$ cat src/hdl/sha1_message_digest_core_defines.svh
// Assertion macros used by the SHA-1 digest core sequencer.
`ifndef SHA1_MESSAGE_DIGEST_CORE_DEFINES_SVH
`define SHA1_MESSAGE_DIGEST_CORE_DEFINES_SVH

`ifndef SYNTHESIS
`define SMD_ASSERT(lbl, clk, rst_n, prop) \
  lbl: assert property (@(posedge clk) disable iff (!rst_n) (prop)) \
    else $error("smd: assertion failed");
`define SMD_ASSERT_IMP(lbl, clk, rst_n, ante, cons) \
  lbl: assert property (@(posedge clk) disable iff (!rst_n) (ante) |-> (cons)) \
    else $error("smd: implication failed");
`else
`define SMD_ASSERT(lbl, clk, rst_n, prop)
`define SMD_ASSERT_IMP(lbl, clk, rst_n, ante, cons)
`endif

`endif

$ cat src/hdl/smd_pkg.sv
// Package with the types, constants and control struct of the SHA-1 digest core.
`default_nettype none
package smd_pkg;

  localparam int LENGTH_BITS_DEF = 64;
  localparam int BLOCK_BYTES     = 64;
  localparam int LEN_POS         = 56;
  localparam int ROUNDS          = 80;
  localparam int DIGEST_WORDS    = 5;
  localparam int SCHED_WORDS     = 16;

  localparam logic [7:0] PAD_BYTE = 8'h80;

  localparam logic [31:0] H0 = 32'h67452301;
  localparam logic [31:0] H1 = 32'hEFCDAB89;
  localparam logic [31:0] H2 = 32'h98BADCFE;
  localparam logic [31:0] H3 = 32'h10325476;
  localparam logic [31:0] H4 = 32'hC3D2E1F0;

  localparam logic [31:0] K0 = 32'h5A827999;
  localparam logic [31:0] K1 = 32'h6ED9EBA1;
  localparam logic [31:0] K2 = 32'h8F1BBCDC;
  localparam logic [31:0] K3 = 32'hCA62C1D6;

  typedef struct packed {
    logic [7:0] data_byte;
    logic       has_byte;
    logic       end_of_message;
  } smd_in_t;

  typedef struct packed {
    logic [31:0] digest_word;
    logic [2:0]  word_number;
    logic        final_word;
  } smd_out_t;

  typedef enum logic [2:0] {
    ST_IDLE,
    ST_PAD,
    ST_LEN,
    ST_COMP,
    ST_ADD,
    ST_OUT
  } smd_state_t;

  typedef struct packed {
    logic       byte_go;
    logic       word_end;
    logic [7:0] byte_val;
    logic       load_rounds;
    logic       round_en;
    logic [6:0] round_idx;
    logic       add_cv;
    logic       reset_cv;
    logic       emit;
    logic [2:0] word_idx;
  } smd_ctl_t;

endpackage
`default_nettype wire

$ cat src/hdl/smd_sched.sv
// Byte packer and sixteen-word message schedule window.
`default_nettype none
module smd_sched (
  input  wire logic            clk,
  input  wire smd_pkg::smd_ctl_t ctl,
  output logic [31:0]          sched_word
);
  import smd_pkg::*;

  logic [23:0] acc_r;
  logic [23:0] acc_nxt;
  logic [31:0] win_r   [SCHED_WORDS];
  logic [31:0] win_nxt [SCHED_WORDS];
  logic [31:0] mix;

  always_comb begin
    mix = win_r[13] ^ win_r[8] ^ win_r[2] ^ win_r[0];
    if (ctl.round_idx < 7'(SCHED_WORDS)) begin
      sched_word = win_r[0];
    end else begin
      sched_word = {mix[30:0], mix[31]};
    end
  end

  always_comb begin
    acc_nxt = acc_r;
    win_nxt = win_r;
    if (ctl.byte_go) begin
      acc_nxt = {acc_r[15:0], ctl.byte_val};
      if (ctl.word_end) begin
        for (int i = 0; i < SCHED_WORDS - 1; i++) begin
          win_nxt[i] = win_r[i + 1];
        end
        win_nxt[SCHED_WORDS - 1] = {acc_r, ctl.byte_val};
      end
    end else if (ctl.round_en) begin
      for (int i = 0; i < SCHED_WORDS - 1; i++) begin
        win_nxt[i] = win_r[i + 1];
      end
      win_nxt[SCHED_WORDS - 1] = sched_word;
    end
  end

  always_ff @(posedge clk) begin
    acc_r <= acc_nxt;
    win_r <= win_nxt;
  end

endmodule
`default_nettype wire

$ cat src/hdl/smd_round.sv
// Shared SHA-1 round unit with working variables and chaining values.
`default_nettype none
module smd_round (
  input  wire logic              clk,
  input  wire logic              rst_n,
  input  wire smd_pkg::smd_ctl_t ctl,
  input  wire logic [31:0]       sched_word,
  output logic [31:0]            cv_word
);
  import smd_pkg::*;

  logic [31:0] a_r, b_r, c_r, d_r, e_r;
  logic [31:0] a_nxt, b_nxt, c_nxt, d_nxt, e_nxt;
  logic [31:0] cv_r   [DIGEST_WORDS];
  logic [31:0] cv_nxt [DIGEST_WORDS];
  logic [31:0] f;
  logic [31:0] k;

  always_comb begin
    if (ctl.round_idx inside {[7'd0:7'd19]}) begin
      f = (b_r & c_r) | (~b_r & d_r);
      k = K0;
    end else if (ctl.round_idx inside {[7'd20:7'd39]}) begin
      f = b_r ^ c_r ^ d_r;
      k = K1;
    end else if (ctl.round_idx inside {[7'd40:7'd59]}) begin
      f = (b_r & c_r) | (b_r & d_r) | (c_r & d_r);
      k = K2;
    end else begin
      f = b_r ^ c_r ^ d_r;
      k = K3;
    end
  end

  always_comb begin
    case (ctl.word_idx)
      3'd0:    cv_word = cv_r[0];
      3'd1:    cv_word = cv_r[1];
      3'd2:    cv_word = cv_r[2];
      3'd3:    cv_word = cv_r[3];
      3'd4:    cv_word = cv_r[4];
      default: cv_word = cv_r[4];
    endcase
  end

  always_comb begin
    a_nxt  = a_r;
    b_nxt  = b_r;
    c_nxt  = c_r;
    d_nxt  = d_r;
    e_nxt  = e_r;
    cv_nxt = cv_r;
    if (ctl.load_rounds) begin
      a_nxt = cv_r[0];
      b_nxt = cv_r[1];
      c_nxt = cv_r[2];
      d_nxt = cv_r[3];
      e_nxt = cv_r[4];
    end else if (ctl.round_en) begin
      a_nxt = {a_r[26:0], a_r[31:27]} + f + e_r + k + sched_word;
      b_nxt = a_r;
      c_nxt = {b_r[1:0], b_r[31:2]};
      d_nxt = c_r;
      e_nxt = d_r;
    end
    if (ctl.add_cv) begin
      cv_nxt[0] = cv_r[0] + a_r;
      cv_nxt[1] = cv_r[1] + b_r;
      cv_nxt[2] = cv_r[2] + c_r;
      cv_nxt[3] = cv_r[3] + d_r;
      cv_nxt[4] = cv_r[4] + e_r;
    end else if (ctl.reset_cv) begin
      cv_nxt[0] = H0;
      cv_nxt[1] = H1;
      cv_nxt[2] = H2;
      cv_nxt[3] = H3;
      cv_nxt[4] = H4;
    end
  end

  always_ff @(posedge clk) begin
    a_r <= a_nxt;
    b_r <= b_nxt;
    c_r <= c_nxt;
    d_r <= d_nxt;
    e_r <= e_nxt;
  end

  always_ff @(posedge clk) begin
    if (!rst_n) begin
      cv_r[0] <= H0;
      cv_r[1] <= H1;
      cv_r[2] <= H2;
      cv_r[3] <= H3;
      cv_r[4] <= H4;
    end else begin
      cv_r <= cv_nxt;
    end
  end

endmodule
`default_nettype wire

$ cat src/hdl/smd_ctrl.sv
// Sequencer for byte loading, padding, compression rounds and digest output.
`default_nettype none
`include "sha1_message_digest_core_defines.svh"
module smd_ctrl #(
  parameter int LENGTH_BITS = smd_pkg::LENGTH_BITS_DEF
) (
  input  wire logic             clk,
  input  wire logic             rst_n,
  input  wire logic             in_valid,
  output logic                  in_ready,
  input  wire smd_pkg::smd_in_t in_payload,
  input  wire logic             out_free,
  output smd_pkg::smd_ctl_t     ctl
);
  import smd_pkg::*;

  smd_state_t             state_r, state_nxt;
  smd_state_t             resume_r, resume_nxt;
  logic [5:0]             fill_r, fill_nxt;
  logic [LENGTH_BITS-1:0] count_r, count_nxt;
  logic [6:0]             round_r, round_nxt;
  logic [2:0]             len_idx_r, len_idx_nxt;
  logic                   pad_first_r, pad_first_nxt;
  logic [2:0]             word_r, word_nxt;
  logic [63:0]            len64;
  logic [7:0]             len_byte;

  always_comb begin
    len64    = 64'(count_r);
    len_byte = 8'(len64 >> {~len_idx_r, 3'b000});
  end

  always_comb begin
    state_nxt     = state_r;
    resume_nxt    = resume_r;
    fill_nxt      = fill_r;
    count_nxt     = count_r;
    round_nxt     = round_r;
    len_idx_nxt   = len_idx_r;
    pad_first_nxt = pad_first_r;
    word_nxt      = word_r;
    in_ready      = 1'b0;
    ctl           = '0;
    ctl.round_idx = round_r;
    ctl.word_idx  = word_r;

    case (state_r)
      ST_IDLE: begin
        in_ready = 1'b1;
        if (in_valid) begin
          if (in_payload.end_of_message) begin
            pad_first_nxt = 1'b1;
          end
          if (in_payload.has_byte) begin
            ctl.byte_go  = 1'b1;
            ctl.byte_val = in_payload.data_byte;
            count_nxt    = count_r + LENGTH_BITS'(8);
          end
          if (in_payload.has_byte && fill_r == 6'(BLOCK_BYTES - 1)) begin
            state_nxt  = ST_COMP;
            resume_nxt = in_payload.end_of_message ? ST_PAD : ST_IDLE;
          end else if (in_payload.end_of_message) begin
            state_nxt = ST_PAD;
          end
        end
      end
      ST_PAD: begin
        ctl.byte_go   = 1'b1;
        ctl.byte_val  = pad_first_r ? PAD_BYTE : 8'h00;
        pad_first_nxt = 1'b0;
        if (fill_r == 6'(BLOCK_BYTES - 1)) begin
          state_nxt  = ST_COMP;
          resume_nxt = ST_PAD;
        end else if (fill_r == 6'(LEN_POS - 1)) begin
          state_nxt   = ST_LEN;
          len_idx_nxt = 3'd0;
        end
      end
      ST_LEN: begin
        ctl.byte_go  = 1'b1;
        ctl.byte_val = len_byte;
        len_idx_nxt  = len_idx_r + 3'd1;
        if (len_idx_r == 3'd7) begin
          state_nxt  = ST_COMP;
          resume_nxt = ST_OUT;
        end
      end
      ST_COMP: begin
        ctl.round_en = 1'b1;
        round_nxt    = round_r + 7'd1;
        if (round_r == 7'(ROUNDS - 1)) begin
          round_nxt = 7'd0;
          state_nxt = ST_ADD;
        end
      end
      ST_ADD: begin
        ctl.add_cv = 1'b1;
        word_nxt   = 3'd0;
        state_nxt  = resume_r;
      end
      ST_OUT: begin
        if (out_free) begin
          ctl.emit = 1'b1;
          word_nxt = word_r + 3'd1;
          if (word_r == 3'(DIGEST_WORDS - 1)) begin
            ctl.reset_cv = 1'b1;
            count_nxt    = '0;
            state_nxt    = ST_IDLE;
          end
        end
      end
      default: begin
        state_nxt = ST_IDLE;
      end
    endcase

    if (ctl.byte_go) begin
      fill_nxt     = fill_r + 6'd1;
      ctl.word_end = (fill_r[1:0] == 2'b11);
      if (fill_r == 6'(BLOCK_BYTES - 1)) begin
        ctl.load_rounds = 1'b1;
      end
    end
  end

  always_ff @(posedge clk) begin
    if (!rst_n) begin
      state_r     <= ST_IDLE;
      resume_r    <= ST_IDLE;
      fill_r      <= '0;
      count_r     <= '0;
      round_r     <= '0;
      len_idx_r   <= '0;
      pad_first_r <= 1'b0;
      word_r      <= '0;
    end else begin
      state_r     <= state_nxt;
      resume_r    <= resume_nxt;
      fill_r      <= fill_nxt;
      count_r     <= count_nxt;
      round_r     <= round_nxt;
      len_idx_r   <= len_idx_nxt;
      pad_first_r <= pad_first_nxt;
      word_r      <= word_nxt;
    end
  end

  `SMD_ASSERT_IMP(a_len_start, clk, rst_n, state_r == ST_LEN && len_idx_r == 3'd0, fill_r == 6'(LEN_POS))
  `SMD_ASSERT_IMP(a_out_fill, clk, rst_n, state_r == ST_OUT, fill_r == 6'd0)
  `SMD_ASSERT_IMP(a_add_after, clk, rst_n, state_r == ST_ADD, $past(state_r) == ST_COMP && $past(round_r) == 7'(ROUNDS - 1))
  `SMD_ASSERT_IMP(a_comp_entry, clk, rst_n, state_r == ST_COMP && $past(state_r) != ST_COMP, round_r == 7'd0 && fill_r == 6'd0)

endmodule
`default_nettype wire

$ cat src/hdl/sha1_message_digest_core.sv
// Top level of the SHA-1 message digest core with its output register.
// The core hashes a message streamed in at most one byte per transaction and
// returns the five 32-bit digest words, h0 first, after the transaction that
// marks the end of the message; it then starts over with the initial chaining
// values. A byte that does not complete a 64-byte block does not hold off the
// input; one that does holds it off for the rounds, run one per cycle through
// the single shared round unit, and for the chaining add. After the end
// transaction the padding and length bytes are generated into the same block
// buffer at one byte per cycle, pausing for one or two further compressions,
// and the digest words leave through a one-deep output register at up to one
// word per cycle. The input is taken only while the sequencer is idle, which
// includes the time the last digest word waits to be taken.
`default_nettype none
module sha1_message_digest_core #(
  parameter int LENGTH_BITS = smd_pkg::LENGTH_BITS_DEF
) (
  input  wire logic              clk,
  input  wire logic              rst_n,
  input  wire logic              in_valid,
  output logic                   in_ready,
  input  wire smd_pkg::smd_in_t  in_payload,
  output logic                   out_valid,
  input  wire logic              out_ready,
  output smd_pkg::smd_out_t      out_payload
);
  import smd_pkg::*;

  smd_ctl_t    ctl;
  logic [31:0] sched_word;
  logic [31:0] cv_word;
  logic        out_free;
  logic        out_valid_r, out_valid_nxt;
  smd_out_t    out_payload_r, out_payload_nxt;

  assign out_free    = !out_valid_r || out_ready;
  assign out_valid   = out_valid_r;
  assign out_payload = out_payload_r;

  smd_ctrl #(
    .LENGTH_BITS (LENGTH_BITS)
  ) u_ctrl (
    .clk        (clk),
    .rst_n      (rst_n),
    .in_valid   (in_valid),
    .in_ready   (in_ready),
    .in_payload (in_payload),
    .out_free   (out_free),
    .ctl        (ctl)
  );

  smd_sched u_sched (
    .clk        (clk),
    .ctl        (ctl),
    .sched_word (sched_word)
  );

  smd_round u_round (
    .clk        (clk),
    .rst_n      (rst_n),
    .ctl        (ctl),
    .sched_word (sched_word),
    .cv_word    (cv_word)
  );

  always_comb begin
    out_valid_nxt   = out_valid_r;
    out_payload_nxt = out_payload_r;
    if (ctl.emit) begin
      out_valid_nxt               = 1'b1;
      out_payload_nxt.digest_word = cv_word;
      out_payload_nxt.word_number = ctl.word_idx;
      out_payload_nxt.final_word  = (ctl.word_idx == 3'(DIGEST_WORDS - 1));
    end else if (out_ready) begin
      out_valid_nxt = 1'b0;
    end
  end

  always_ff @(posedge clk) begin
    if (!rst_n) begin
      out_valid_r <= 1'b0;
    end else begin
      out_valid_r <= out_valid_nxt;
    end
  end

  always_ff @(posedge clk) begin
    out_payload_r <= out_payload_nxt;
  end

endmodule
`default_nettype wire

$ cat config.mk
export PLATFORM = sky130hd
export DESIGN_NAME = sha1_message_digest_core
export DESIGN_NICKNAME = d
export VERILOG_FILES = /design/src/hdl/smd_pkg.sv /design/src/hdl/smd_sched.sv /design/src/hdl/smd_round.sv /design/src/hdl/smd_ctrl.sv /design/src/hdl/sha1_message_digest_core.sv
export VERILOG_INCLUDE_DIRS = /design/src /design/src/hdl
export SDC_FILE = /design/constraint.sdc
export NUM_CORES = 2
export LEC_CHECK = 0
export BUFFER_PORTS_ARGS = -buffer_cell sky130_fd_sc_hd__buf_4
export CAP_MARGIN = 10
export CORE_ASPECT_RATIO = 0.9
export CORE_MARGIN = 1
export CORE_UTILIZATION = 34
export CTS_CLUSTER_SIZE = 30
export DETAILED_ROUTE_END_ITERATION = 8
export MAX_ROUTING_LAYER = met4
export PLACE_DENSITY_LB_ADDON = 0.2
export SLEW_MARGIN = 10
export SYNTH_ARGS = -nofsm -noshare
export SYNTH_HDL_FRONTEND = slang
export SYNTH_HIERARCHICAL = 1
export SYNTH_SLANG_ARGS = --single-unit
export TNS_END_PERCENT = 30
$ cat constraint.sdc
create_clock -name clk -period 11.61 [get_ports clk]
set_input_delay 1.161 -clock clk [delete_from_list [all_inputs] [get_ports clk]]
set_output_delay 1.161 -clock clk [all_outputs]
set_load 0.02 [all_outputs]
==> results.yml <==
placement:
  hpwl_mm: 97.4
  dpl.cell_count: 6041
  port_buffers: 51
  routabilityCongestion: 0.927
layout:
  layout.cells.non_filler: 6245
  drive_above_1_share_pct: 12.1
  nFillCells: 14100
  areaGrowthSynthToFinish_pct: 12.7
  nets: 4534
  n_antenna_cell: 0
pwr:
  clkPwrFrac_pct: 47.0
  vdd_ir_drop_max_v: 0.000122
  p_per_area_nw_per_um2: 135
  leakage_uw: 0.0201
  pwr-share-comb_pct: 3.2
  swShare_pct: 21.9
  p_int_uw: 5940
  power.switching_uw: 1660
  p_seq_share_pct: 49.8
clock_network:
  ctsResizeCount: 0
  postCtsHoldBufs: 0
  cts-root-buf: "clkbuf_16"
  cts_buffer_depth: 3
  numCtsBuffers: 109
  clk_pin_slew_ps: 60
  post_cts_buffers: 0
  cts_tree: "yes"
  clock_latency_ps: 740
  cts.sinks: 979
  ctsHtreeMaxLevel: 3
worst_setup_path:
  cp_slowest_stage_delay_ps: 660
  crit_type: "reg -> reg"
  crit_family: "compound AO/OA/AOI/OAI gates"
  worst-path-max-fanout: 19
  crit_chain: "o21ai_0 -> or3_1 -> buf_4 -> inv_2 -> nor2_2 -> inv_1 -> buf_4 -> nor2_1 -> nor2_1 -> fa_1 -> fa_1 -> inv_1 -> ha_1 -> nor2b_1 -> o21ai_1 -> a211oi_1 -> o311ai_0 -> a31oi_1 -> a32oi_1 -> and2_1 -> o21ai_1 -> a31oi_1 -> xor2_1 -> o21ai_1"
  worstPathRequired_ps: 12080
  end_kind: "flip-flop"
  start_kind: "flip-flop"
  crit_top_cell: "o21ai_1"
  crit_path_top_delay_cell: "o311ai_0"
  cp.buffers_inverters: 5
  arrival_ps: 7320
timing:
  post-route-period-util_pct: 59.1
  max_freq_ghz: 0.146
  tightest_slew_ps: 1200
  maxSlewViolCount: 0
  rsz0062_at_grt: "no"
  skew_ps: 40.5
  setup_viol: 0
  tns_ps: 0
  maxSlewHeadroom_pct: 19.1
  hold_violations: 0
  min_period_ps: 6860
synthesis:
  synth.cell_area_um2: 50000
  synth-seq-area-share_pct: 53.8
  synth-seq-cells: 979
  ys_types: 95
  netlist_instances: 4137
  synth-edff-count: 732
  async_flop_share_pct: 0
  syn_nets: 4476
  synth_flop_cell: "edfxtp_1"
  postSynthAreaPerCell_um2: 12.1
  ys_warn_count: 6
floorplan:
  core-area_um2: 146000
  die_area_um2: 149000
  die-height_um: 366
  die_w_um: 406
  start_util_pct: 34.3
  num_rows: 133
  io_pins: 52
global_route:
  grt_pass1_vias: 31100
  grt_pass1_wl_mm: 206
  grt-ovfl-total: 0
  track_usage_pct: 19.1
  antenna_found_initial: 6
  grt_max_degree: 166
route:
  drtPass1Iterations: 5
  ant_nets: 0
  wl_per_cell_um: 22.3
  drc: 0
  drt_iter0_markers: 3209
  vias: 33100
  via_per_inst: 5.30
  routed_wl_mm: 139
worst_hold_path:
  hold_path.class: "reg -> reg"
outcome:
  status: "complete, no violations"
run:
  drv_cap: 0
-- cells in the mapped netlist, drive strengths merged, types with 10 or more instances --
master  instances  area share (%)
mux2          124             2.8
or4            30            0.45
a21oi         265             2.7
edfxtp        732              44
nor2b          96             1.2
a21boi         11            0.17
o31ai          26            0.39
o22ai          46            0.59
xnor2         204             3.6
mux4           45             2.0
or2            11            0.14
o211ai         18            0.27
nor3           73            0.74
o21a           27            0.40
nor4           10            0.13
a211oi         22            0.35
o21ai         212             2.1
a31oi          25            0.31
a21o           93             1.4
and3           45            0.56
nor2          241             1.8
nand3          65            0.66
and4           17            0.30
nand4          38            0.50
or3            26            0.35
inv           269             2.0
mux2i          49            0.98
ha            200             5.0
a221oi         50             1.3
buf            28            0.33
nand2         258             1.9
nand2b         31            0.40
dfxtp         247             9.9
xor2           83             1.5
o21bai         19            0.29
fa            125             5.0
a22oi          32            0.48
and2           21            0.26
clkbuf        121            0.97
-- cell type report --
class,instances,area [um^2],share of cell area (%)
flip-flops and latches,979,26900,47.7
multi-input cells,2740,21500,38.2
clock buffers,155,3170,5.61
well taps,1957,2450,4.34
inverters,269,1010,1.79
repair buffers,96,746,1.32
clock inverters,49,576,1.02
-- cell families (layout without fill, tap and decap cells) --
| logic type | Yosys count | count (layout) | synth area share, % |
|---|---|---|---|
| XOR/XNOR | 287 | 287 | 5.02 |
| flip-flops | 979 | 979 | 53.8 |
| adder cells (fa/ha/maj) | 325 | 325 | 10.0 |
| buffers and inverters | 418 | 569 | 3.32 |
| multiplexers | 218 | 218 | 5.79 |
| AND/OR/NAND/NOR | 978 | 978 | 9.75 |
| AO/OA/AOI/OAI | 932 | 932 | 12.3 |
-- power groups by stage --
stage | Combinational [uW] | Sequential [uW] | Clock (uW)
floorplan | 178 | 3850 | 0
global placement | 243 | 3860 | 0
detailed placement | 244 | 3860 | 0
CTS | 246 | 3790 | 3680
global route | 269 | 3790 | 3820
finish | 244 | 3790 | 3570
-- sequential cells by signal, summed over array words and instances (netlist names), 6 cells and up --
signal	flops
out_payload	36
u_ctrl/count_r	61
u_ctrl/fill_r	6
u_ctrl/round_r	7
u_round/a_r	32
u_round/b_r	32
u_round/c_r	32
u_round/cv_r	160
u_round/d_r	32
u_round/e_r	32
u_sched/acc_r	24
u_sched/win_r	512
-- final timing paths --
kind | from | end | slack (ps) | cells past startpoint
setup / recovery | u_ctrl/round_r[5] | u_round/a_r[29] | 4750 | 24
hold / removal | u_sched/win_r[267] | u_sched/win_r[299] | 400 | 0
setup reg to reg | u_ctrl/round_r[5] | u_round/a_r[29] | 4750 | 24
hold reg to reg | u_sched/win_r[267] | u_sched/win_r[299] | 400 | 0
-- metal layers --
metal	GRT usage, %	vias to the layer above	part of all wire [%]
met2	26.2	931	42
li1	-	15400	-
met1	28.8	16600	49
met5	-	-	0
met3	3.26	198	6.3
met4	5.01	0	2.5
-- cells in the final DEF, fill, tap and decap left out, types with 26 or more instances in the layout --
| master | netlist | layout |
|---|---|---|
| mux4_2 | 45 | 45 |
| nor2b_1 | 95 | 95 |
| and3_1 | 45 | 44 |
| inv_1 | 268 | 266 |
| nor2_1 | 241 | 237 |
| o21a_1 | 27 | 27 |
| a21o_1 | 91 | 91 |
| dfxtp_1 | 247 | 244 |
| or4_1 | 30 | 30 |
| edfxtp_1 | 732 | 732 |
| nand4_1 | 36 | 36 |
| nand3_1 | 64 | 64 |
| o22ai_1 | 45 | 45 |
| a21oi_1 | 264 | 263 |
| xnor2_1 | 204 | 204 |
| ha_1 | 200 | 200 |
| o31ai_1 | 26 | 26 |
| mux2i_1 | 49 | 49 |
| nor3_1 | 72 | 72 |
| mux2_2 | 124 | 123 |
| buf_4 | 1 | 94 |
| nand2b_1 | 30 | 30 |
| o21ai_0 | 188 | 188 |
| xor2_1 | 83 | 83 |
| a22oi_1 | 32 | 32 |
| clkbuf_16 | 0 | 114 |
| a221oi_2 | 31 | 31 |
| fa_1 | 125 | 125 |
| nand2_1 | 258 | 257 |
-- stage by stage --
| step | worst slack, ps | util, % | hold WS (ps) | total power, uW | cell area, um^2 |
|---|---|---|---|---|---|
| after floorplan | 1390 | - | 400 | 4030 | 50000 |
| after global placement | 4970 | 36.0 | 400 | 4100 | 52700 |
| after detailed placement | 4800 | 36.0 | 405 | 4110 | 52700 |
| after CTS | 4790 | 38.6 | 401 | 7710 | 56400 |
| after global routing | 4220 | 38.6 | 406 | 7870 | 56400 |
| final | 4750 | 38.6 | 400 | 7600 | 56400 |
(Power assumes the default switching activity.)
